File: src/hw/rtl/ppu_pkg.sv
`default_nettype none

package ppu_pkg;

   // Row limit of one pattern and the width of the row counter that reaches it.
   localparam int ROWS  = 64;
   localparam int ROW_W = $clog2(ROWS + 1);

   localparam int CHAN_W     = 5;
   localparam int CHAN_CNT_W = 6;
   localparam int BYTE_W     = 8;
   localparam int MASK_W     = 3;

   localparam logic [CHAN_CNT_W-1:0] SONG_CHANNELS_RESET = 6'd32;

   // Lead byte flag positions.
   localparam int FLAG_NOTE_BIT = 5;
   localparam int FLAG_VOL_BIT  = 6;
   localparam int FLAG_EFF_BIT  = 7;

   localparam logic [BYTE_W-1:0] DEF_HI = 8'hFF;
   localparam logic [BYTE_W-1:0] DEF_LO = 8'h00;

   // Result queue between the parser and the output stage.
   localparam int QUEUE_DEPTH = 4;
   localparam int QPTR_W      = $clog2(QUEUE_DEPTH);
   localparam int QCNT_W      = $clog2(QUEUE_DEPTH + 1);

   typedef enum logic [2:0] {
      PH_LEAD  = 3'd0,
      PH_NOTE  = 3'd1,
      PH_INSTR = 3'd2,
      PH_VOL   = 3'd3,
      PH_EFF   = 3'd4,
      PH_OPER  = 3'd5
   } phase_type;

   typedef struct packed {
      logic [BYTE_W-1:0] data_byte;
      logic              last_byte;
   } req_payload_type;

   typedef struct packed {
      logic [5:0]            row;
      logic [CHAN_W-1:0]     channel;
      logic [MASK_W-1:0]     present_mask;
      logic [BYTE_W-1:0]     note;
      logic [BYTE_W-1:0]     instrument;
      logic [BYTE_W-1:0]     volume;
      logic [BYTE_W-1:0]     effect;
      logic [BYTE_W-1:0]     effect_operand;
      logic                  pattern_done;
      logic [CHAN_CNT_W-1:0] used_channels;
   } rsp_payload_type;

   typedef struct packed {
      logic            valid;
      rsp_payload_type item;
   } q_push_type;

   typedef struct packed {
      logic full;
      logic empty;
   } q_status_type;

endpackage

`default_nettype wire

File: src/hw/rtl/ppu_front.sv
`default_nettype none

module ppu_front (
   input  wire logic                                clock,
   input  wire logic                                reset,
   input  wire logic                                req_valid,
   output logic                                     req_stall,
   input  wire ppu_pkg::req_payload_type            req_payload,
   input  wire logic                                csr_write,
   input  wire logic [ppu_pkg::CHAN_CNT_W-1:0]      csr_data,
   input  wire ppu_pkg::q_status_type               q_status,
   output ppu_pkg::q_push_type                      q_push
);
   import ppu_pkg::*;

   phase_type              phase_ff, phase_in, parse_phase;
   logic [BYTE_W-1:0]      flags_ff, flags_in, parse_flags;
   logic [ROW_W-1:0]       row_ff, row_in, parse_row, row_next;
   logic [CHAN_W-1:0]      hc_ff, hc_in, parse_hc, hc_eff;
   logic                   stop_ff, stop_in, parse_stop;
   logic [BYTE_W-1:0]      note_ff, note_in, instr_ff, instr_in;
   logic [BYTE_W-1:0]      vol_ff, vol_in, eff_ff, eff_in;
   logic [CHAN_CNT_W-1:0]  song_ff, song_eff, used_raw, used_clamped;
   logic [BYTE_W-1:0]      b;
   logic                   last, accept, complete, trunc, has_record;

   assign b         = req_payload.data_byte;
   assign last      = req_payload.last_byte;
   assign req_stall = q_status.full;
   assign accept    = req_valid && !q_status.full;
   assign row_next  = row_ff + ROW_W'(1);

   // Next state: parse the byte, then fall back to a clean pattern on the last byte.
   always_comb begin
      parse_phase = phase_ff;
      parse_flags = flags_ff;
      parse_row   = row_ff;
      parse_hc    = hc_ff;
      parse_stop  = stop_ff;
      note_in     = note_ff;
      instr_in    = instr_ff;
      vol_in      = vol_ff;
      eff_in      = eff_ff;
      if (!stop_ff) begin
         case (phase_ff)
            PH_LEAD: begin
               if (b == '0) begin
                  parse_row = row_next;
                  if (row_next >= ROW_W'(ROWS)) begin
                     parse_stop = 1'b1;
                  end
               end else begin
                  parse_flags = b;
                  note_in     = DEF_HI;
                  instr_in    = DEF_LO;
                  vol_in      = DEF_HI;
                  eff_in      = DEF_HI;
                  if (b[FLAG_EFF_BIT:FLAG_NOTE_BIT] != '0) begin
                     if (b[CHAN_W-1:0] > hc_ff) begin
                        parse_hc = b[CHAN_W-1:0];
                     end
                     if (b[FLAG_NOTE_BIT]) begin
                        parse_phase = PH_NOTE;
                     end else if (b[FLAG_VOL_BIT]) begin
                        parse_phase = PH_VOL;
                     end else begin
                        parse_phase = PH_EFF;
                     end
                  end
               end
            end
            PH_NOTE: begin
               note_in     = b;
               parse_phase = PH_INSTR;
            end
            PH_INSTR: begin
               instr_in = b;
               if (flags_ff[FLAG_VOL_BIT]) begin
                  parse_phase = PH_VOL;
               end else if (flags_ff[FLAG_EFF_BIT]) begin
                  parse_phase = PH_EFF;
               end else begin
                  parse_phase = PH_LEAD;
               end
            end
            PH_VOL: begin
               vol_in      = b;
               parse_phase = flags_ff[FLAG_EFF_BIT] ? PH_EFF : PH_LEAD;
            end
            PH_EFF: begin
               eff_in      = b;
               parse_phase = PH_OPER;
            end
            PH_OPER: begin
               parse_phase = PH_LEAD;
            end
            default: begin
               parse_phase = PH_LEAD;
            end
         endcase
      end

      if (last) begin
         phase_in = PH_LEAD;
         flags_in = '0;
         row_in   = '0;
         hc_in    = CHAN_W'(1);
         stop_in  = 1'b0;
      end else begin
         phase_in = parse_phase;
         flags_in = parse_flags;
         row_in   = parse_row;
         hc_in    = parse_hc;
         stop_in  = parse_stop;
      end
   end

   // Outputs: a record finishes or is cut short, and the last byte closes the pattern.
   always_comb begin
      complete = !stop_ff && ((((phase_ff == PH_INSTR) || (phase_ff == PH_VOL))
                              && (parse_phase == PH_LEAD)) || (phase_ff == PH_OPER));
      trunc      = last && (parse_phase != PH_LEAD);
      has_record = complete || trunc;

      hc_eff       = (parse_hc == '0) ? CHAN_W'(1) : parse_hc;
      song_eff     = (song_ff == '0) ? CHAN_CNT_W'(1) : song_ff;
      used_raw     = CHAN_CNT_W'(hc_eff) + CHAN_CNT_W'(1);
      used_clamped = (used_raw > song_eff) ? song_eff : used_raw;

      q_push.valid = accept && (complete || last);
      if (has_record) begin
         q_push.item.row            = row_ff[5:0];
         q_push.item.channel        = parse_flags[CHAN_W-1:0];
         q_push.item.present_mask   = parse_flags[FLAG_EFF_BIT:FLAG_NOTE_BIT];
         q_push.item.note           = note_in;
         q_push.item.instrument     = instr_in;
         q_push.item.volume         = vol_in;
         q_push.item.effect         = eff_in;
         q_push.item.effect_operand = (complete && (phase_ff == PH_OPER)) ? b : DEF_LO;
      end else begin
         q_push.item.row            = '0;
         q_push.item.channel        = '0;
         q_push.item.present_mask   = '0;
         q_push.item.note           = '0;
         q_push.item.instrument     = '0;
         q_push.item.volume         = '0;
         q_push.item.effect         = '0;
         q_push.item.effect_operand = '0;
      end
      q_push.item.pattern_done  = last;
      q_push.item.used_channels = last ? used_clamped : '0;
   end

   always_ff @(posedge clock) begin
      if (reset) begin
         phase_ff <= PH_LEAD;
         flags_ff <= '0;
         row_ff   <= '0;
         hc_ff    <= CHAN_W'(1);
         stop_ff  <= 1'b0;
         song_ff  <= SONG_CHANNELS_RESET;
      end else begin
         if (accept) begin
            phase_ff <= phase_in;
            flags_ff <= flags_in;
            row_ff   <= row_in;
            hc_ff    <= hc_in;
            stop_ff  <= stop_in;
         end
         if (csr_write) begin
            song_ff <= csr_data;
         end
      end
   end

   // Held cell bytes are always reloaded at a lead byte before use.
   always_ff @(posedge clock) begin
      if (accept) begin
         note_ff  <= note_in;
         instr_ff <= instr_in;
         vol_ff   <= vol_in;
         eff_ff   <= eff_in;
      end
   end

   a_last_clears: assert property (@(posedge clock) disable iff (reset)
      (accept && last) |=> (phase_ff == PH_LEAD && row_ff == '0 && !stop_ff))
      else $error("pattern state not cleared after last byte");

   a_empty_only_done: assert property (@(posedge clock) disable iff (reset)
      (q_push.valid && q_push.item.present_mask == '0) |-> q_push.item.pattern_done)
      else $error("empty record pushed without pattern end");

endmodule

`default_nettype wire

File: src/hw/rtl/ppu_queue.sv
`default_nettype none

module ppu_queue (
   input  wire logic                     clock,
   input  wire logic                     reset,
   input  wire ppu_pkg::q_push_type      q_push,
   input  wire logic                     pop,
   output ppu_pkg::q_status_type         q_status,
   output ppu_pkg::rsp_payload_type      head
);
   import ppu_pkg::*;

   rsp_payload_type     mem_ff [QUEUE_DEPTH];
   logic [QPTR_W-1:0]   wr_ptr_ff, wr_ptr_in, rd_ptr_ff, rd_ptr_in;
   logic [QCNT_W-1:0]   count_ff, count_in;

   assign q_status.full  = (count_ff == QCNT_W'(QUEUE_DEPTH));
   assign q_status.empty = (count_ff == '0);
   assign head           = mem_ff[rd_ptr_ff];

   always_comb begin
      wr_ptr_in = q_push.valid ? wr_ptr_ff + QPTR_W'(1) : wr_ptr_ff;
      rd_ptr_in = pop ? rd_ptr_ff + QPTR_W'(1) : rd_ptr_ff;
      count_in  = count_ff + QCNT_W'(q_push.valid) - QCNT_W'(pop);
   end

   always_ff @(posedge clock) begin
      if (reset) begin
         wr_ptr_ff <= '0;
         rd_ptr_ff <= '0;
         count_ff  <= '0;
      end else begin
         wr_ptr_ff <= wr_ptr_in;
         rd_ptr_ff <= rd_ptr_in;
         count_ff  <= count_in;
      end
   end

   always_ff @(posedge clock) begin
      if (q_push.valid) begin
         mem_ff[wr_ptr_ff] <= q_push.item;
      end
   end

   a_no_overflow: assert property (@(posedge clock) disable iff (reset)
      !(q_push.valid && q_status.full))
      else $error("push into full result queue");

   a_no_underflow: assert property (@(posedge clock) disable iff (reset)
      !(pop && q_status.empty))
      else $error("pop from empty result queue");

endmodule

`default_nettype wire

File: src/hw/rtl/ppu_back.sv
`default_nettype none

module ppu_back (
   input  wire logic                     clock,
   input  wire logic                     reset,
   input  wire ppu_pkg::q_status_type    q_status,
   input  wire ppu_pkg::rsp_payload_type head,
   output logic                          pop,
   output logic                          rsp_valid,
   input  wire logic                     rsp_stall,
   output ppu_pkg::rsp_payload_type      rsp_payload
);
   import ppu_pkg::*;

   logic            rsp_valid_ff, rsp_valid_in;
   rsp_payload_type rsp_payload_ff;

   // Refill the output register whenever it is empty or being taken.
   assign pop          = !q_status.empty && (!rsp_valid_ff || !rsp_stall);
   assign rsp_valid_in = pop || (rsp_valid_ff && rsp_stall);
   assign rsp_valid    = rsp_valid_ff;
   assign rsp_payload  = rsp_payload_ff;

   always_ff @(posedge clock) begin
      if (reset) begin
         rsp_valid_ff <= 1'b0;
      end else begin
         rsp_valid_ff <= rsp_valid_in;
      end
   end

   always_ff @(posedge clock) begin
      if (pop) begin
         rsp_payload_ff <= head;
      end
   end

endmodule

`default_nettype wire

File: src/hw/rtl/packed_pattern_unpacker.sv
`default_nettype none

// Channel  | Direction | Handshake           | Carries
// req      | in        | req_valid/req_stall | one byte of the packed pattern, last marker
// rsp      | out       | rsp_valid/rsp_stall | one cell record and/or end-of-pattern report
// csr      | in        | csr_valid/csr_ready | song channel count (6 bits)
//
// One byte is taken every cycle unless req_stall is high; each byte is a single phase
// step of the parser. The accepting edge writes a byte's result into the queue, and the
// output register that drives rsp loads it when that register is empty or being taken.
// req_stall rises only when the four-entry result queue is full.
// Reset is synchronous and active high; it returns the parser to a lead byte at row 0
// and sets the song channel count to 32. csr_ready is always high.

module packed_pattern_unpacker (
   input  wire logic                                clock,
   input  wire logic                                reset,
   input  wire logic                                req_valid,
   output logic                                     req_stall,
   input  wire ppu_pkg::req_payload_type            req_payload,
   output logic                                     rsp_valid,
   input  wire logic                                rsp_stall,
   output ppu_pkg::rsp_payload_type                 rsp_payload,
   input  wire logic                                csr_valid,
   output logic                                     csr_ready,
   input  wire logic [ppu_pkg::CHAN_CNT_W-1:0]      csr_data
);
   import ppu_pkg::*;

   q_push_type      q_push;
   q_status_type    q_status;
   rsp_payload_type q_head;
   logic            q_pop;
   logic            csr_write;

   // The register write is always taken at once.
   assign csr_ready = 1'b1;
   assign csr_write = csr_valid && csr_ready;

   // Front part: parses each byte as it arrives and pushes at most one
   // transaction's worth of result into the queue per byte.
   ppu_front u_front (
      .clock       (clock),
      .reset       (reset),
      .req_valid   (req_valid),
      .req_stall   (req_stall),
      .req_payload (req_payload),
      .csr_write   (csr_write),
      .csr_data    (csr_data),
      .q_status    (q_status),
      .q_push      (q_push)
   );

   // Short queue so that a stalled result side does not stop parsing at once.
   ppu_queue u_queue (
      .clock    (clock),
      .reset    (reset),
      .q_push   (q_push),
      .pop      (q_pop),
      .q_status (q_status),
      .head     (q_head)
   );

   // Back part: output register presenting one result transaction at a time.
   ppu_back u_back (
      .clock       (clock),
      .reset       (reset),
      .q_status    (q_status),
      .head        (q_head),
      .pop         (q_pop),
      .rsp_valid   (rsp_valid),
      .rsp_stall   (rsp_stall),
      .rsp_payload (rsp_payload)
   );

endmodule

`default_nettype wire
File: config.mk
export PLATFORM = sky130hd
export DESIGN_NAME = packed_pattern_unpacker
export DESIGN_NICKNAME = d
export VERILOG_FILES = /design/src/hw/rtl/ppu_pkg.sv /design/src/hw/rtl/ppu_front.sv /design/src/hw/rtl/ppu_queue.sv /design/src/hw/rtl/ppu_back.sv /design/src/hw/rtl/packed_pattern_unpacker.sv
export SDC_FILE = /design/constraint.sdc
export NUM_CORES = 1
export LEC_CHECK = 0
export BUFFER_PORTS_ARGS = -buffer_cell sky130_fd_sc_hd__buf_2
export CAP_MARGIN = 30
export CORE_MARGIN = 1.5
export CORE_UTILIZATION = 40
export DETAILED_ROUTE_END_ITERATION = 10
export GPL_TIMING_DRIVEN = 0
export PLACE_DENSITY = 0.52
export SLEW_MARGIN = 20
export SYNTH_ARGS = -nofsm -noshare
export SYNTH_HDL_FRONTEND = slang
export SYNTH_SLANG_ARGS = --single-unit
File: constraint.sdc
create_clock -name clock -period 7.5 [get_ports clock]
set_clock_uncertainty 0.05 [all_clocks]
set_input_delay 0.375 -clock clock [delete_from_list [all_inputs] [get_ports clock]]
set_output_delay 0.375 -clock clock [all_outputs]
set_load 0.05 [all_outputs]
==> qor.yml <==
status: "completed"
vias: 7839
num_rows: 70
setup_viol: 0
max-slew-margin-rel_pct: 37.38
cts_tree: "yes"
drv_cap: 0
cp_max_fo: 10
pwr_density_cell_nw_per_um2: 372.1
diodes: 0
htree_num_levels: 2
pwr-share-comb_pct: 28.1
totalWireLength_um: 30860
rsz0062_at_grt: "no"
slowest_stage: "clkbuf_1"
vdd_drop_max_mv: 0.2096
grt_util_all_layers_pct: 16.73
p_sw_mw: 2.142
synth_fp_nets: 903
reg2reg_from: "u_front.hc_ff[4]"
syn_area_per_cell_um2: 17.25
drive_gt1_share_pct: 23.12
cpMostUsedCell: "ha_1"
startpoint_type: "input pin"
slew_violations: 0
dieWidth_um: 195.9
hpwl_um: 19490
switching_share_pct: 32.82
fin_crit_sh_pct: 66.16
cts_buffers: 41
synth_top_area_share_pct: 67.96
syn_to_final_growth_pct: 17.76
final_cell_mix: "edfxtp_1 (337), buf_2 (87), mux4_2 (61), nor2_1 (48), nor2b_1 (47)"
clockPowerShare_pct: 30.0
ios: 84
leakagePower_nw: 6.021
max_stage_delay_ns: 0.68
min_period_ns: 4.962
critPathKind: "input pin to flip-flop"
cts_sinks: 375
hp-class: "input pin to flip-flop"
clk_latency_ns: 0.55
clk_pin_slew_ns: 0.06
grt_max_degree: 38
grt_pass1_wl_um: 48530
final_common_cell: "edfxtp_1"
io_buffers: 79
synth-edff-count: 337
worst_pin_slew_ns: 0.9372
num-fill-cells: 3151
p_int_mw: 4.383
root_buffer: "clkbuf_16"
synth_seq_cells: 375
hold_path.startpoint: "rsp_stall"
startpoint: "req_payload[1]"
crit_chain: "buf_2, clkbuf_1, inv_1, ha_1, a311o_1, a31oi_4, mux2_2, ha_1, nand3_1, xor2_1, mux2i_1, ha_1, and3_1, o21ai_0, a21boi_0, o21ai_1, mux2i_1, nor2b_1"
die_y_um: 195.9
cp_data_required_time_ns: 7.78
arrival_ns: 5.25
yosysSeqAreaShare_pct: 73.07
syn-cell-area_um2: 14890
drt-initial-drc-count: 437
fmax_mhz: 201.5
synthCells: 863
synth_top_cell_by_area: "edfxtp_1"
ys_warn_count: 0
grt_overflow: 0
fp.dieArea_um2: 38390
wire_per_inst_um: 20.49
async_flop_share_pct: 0
hold_viol: 0
clock_path_buffers: 3
ctsResizeCount: 0
final_area_um2: 17540
globalplace.congestion: 0.8136
core_um2: 36610
p_seq_share_pct: 41.9
drcViolationCount: 0
yosysUniqueCellTypes: 60
dr.pass1.iters: 5
antenna_found_initial: 0
synth-main-ff-cell: "edfxtp_1"
grt_pass1_vias: 8104
yosys-top-cells-area: "edfxtp_1 (68%), mux4_2 (9.2%), dfxtp_1 (5.1%)"
final_antenna_net_count: 0
endpoint_kind: "flip-flop"
whs_ns: 0.05470
start_util_pct: 40.67
viasPerCell: 5.205
final_nets: 1046
place_area_um2: 16100
-- sequential cells by signal, summed over array words and instances (netlist names), 3 cells and up --
signal              flops
u_front.row_ff          7
u_queue.mem_ff        244
u_front.instr_ff        8
u_queue.count_ff        3
u_front.flags_ff        8
u_front.vol_ff          8
u_front.eff_ff          8
u_front.note_ff         8
u_front.hc_ff           5
u_front.song_ff         6
u_back.rsp_payload     61
u_front.phase_ff        3
-- through the flow --
| step | TNS, ns | power [mW] | utilization (%) | cells | setup WS, ns |
|---|---|---|---|---|---|
| final | 0 | 6.525 | 47.90 | 1506 | 2.538 |
| after global routing | 0 | 6.829 | 47.90 | 1506 | 2.321 |
| after CTS | 0 | 6.598 | 47.70 | 1499 | 2.671 |
| after detailed placement | 0 | 4.617 | 43.97 | 1418 | 2.136 |
| after global placement | -0.1745 | 4.568 | 43.35 | 1410 | -0.1745 |
| after floorplan | 0 | 4.117 | - | 863 | 2.058 |
-- power by group through the flow --
stage	Sequential (mW)	Clock, mW	Combinational (mW)
floorplan	3.43	0	0.685
global placement	2.82	0	1.75
detailed placement	2.78	0	1.84
CTS	2.74	2.01	1.85
global route	2.76	2.10	1.97
finish	2.73	1.96	1.83
-- critical path: cells and delay by family --
kind | cells | cell delay (ns)
and+or+nand+nor | 3 | 0.58
adders and majority gates | 3 | 0.91
xor gates and xnor gates | 1 | 0.06
muxes | 3 | 0.90
buffers and inverters | 3 | 0.98
AOI/OAI and AO/OA | 5 | 1.42
-- what timing repair did --
item,CTS,global route
hold endpoints to repair,6,0
setup buffers,0,0
hold buffers,6,0
-- path summary, 6_finish.rpt --
check                               to  slack, ns  cells past startpoint
hold reg to reg     u_front.song_ff[0]       0.46                      2
setup reg to reg  u_queue.mem_ff[3][5]       2.63                     17
setup / recovery  u_queue.mem_ff[3][5]       2.54                     18
hold / removal        u_back.rsp_valid       0.05                      3
-- cell usage after synthesis (all sizes together), types with 2 or more instances --
| cell | instances |
|---|---|
| or3 | 4 |
| nor2b | 47 |
| nand2b | 6 |
| nor4 | 4 |
| mux2 | 2 |
| or4 | 2 |
| nor3b | 5 |
| and3 | 9 |
| dfxtp | 38 |
| o22a | 8 |
| nor2 | 48 |
| clkbuf | 30 |
| a31o | 2 |
| inv | 21 |
| mux4 | 61 |
| o21ai | 31 |
| xor2 | 5 |
| o21a | 2 |
| a31oi | 2 |
| nor3 | 8 |
| buf | 17 |
| a21oi | 28 |
| edfxtp | 337 |
| ha | 19 |
| a22o | 8 |
| a22oi | 18 |
| xnor2 | 6 |
| nand2 | 31 |
| mux2i | 21 |
| nand4 | 2 |
| a21o | 2 |
| nand3b | 4 |
| nand3 | 11 |
| and2 | 9 |
-- routing by layer --
| metal | global-route usage (%) | vias to the layer above | wire, µm |
|---|---|---|---|
| met5 | 0 | - | 0 |
| met4 | 5.071 | 0 | 673 |
| met3 | 2.871 | 48 | 1266 |
| met2 | 26.57 | 168 | 14580 |
| met1 | 23.72 | 3963 | 14330 |
| li1 | - | 3660 | - |
-- cells by family (layout without fill, tap and decap cells) --
family                   count (synthesis)  in the layout  synth area share (%)
adder cells (fa/ha/maj)                 20             20                 1.731
other                                    1              1               0.02518
AO/OA/AOI/OAI                          111            111                 5.017
XOR/XNOR                                11             11                0.6470
buffers and inverters                   68            243                 1.882
multiplexers                            84             84                 10.79
AND/OR/NAND/NOR                        193            193                 6.840
flip-flops                             375            375                 73.07
-- area by class of cell --
cell class	instances	area, µm²	share of cell area [%]
plain buffers	47	201.4	1.149
repair buffers	100	718.2	4.096
inverters	21	78.83	0.4495
clock buffers	52	1067	6.086
well taps	468	585.6	3.339
flip-flops and latches	375	10880	62.05
clock inverters	23	236.5	1.349
multi-input cells	420	3767	21.48
Power figures use the tool's default switching activity.
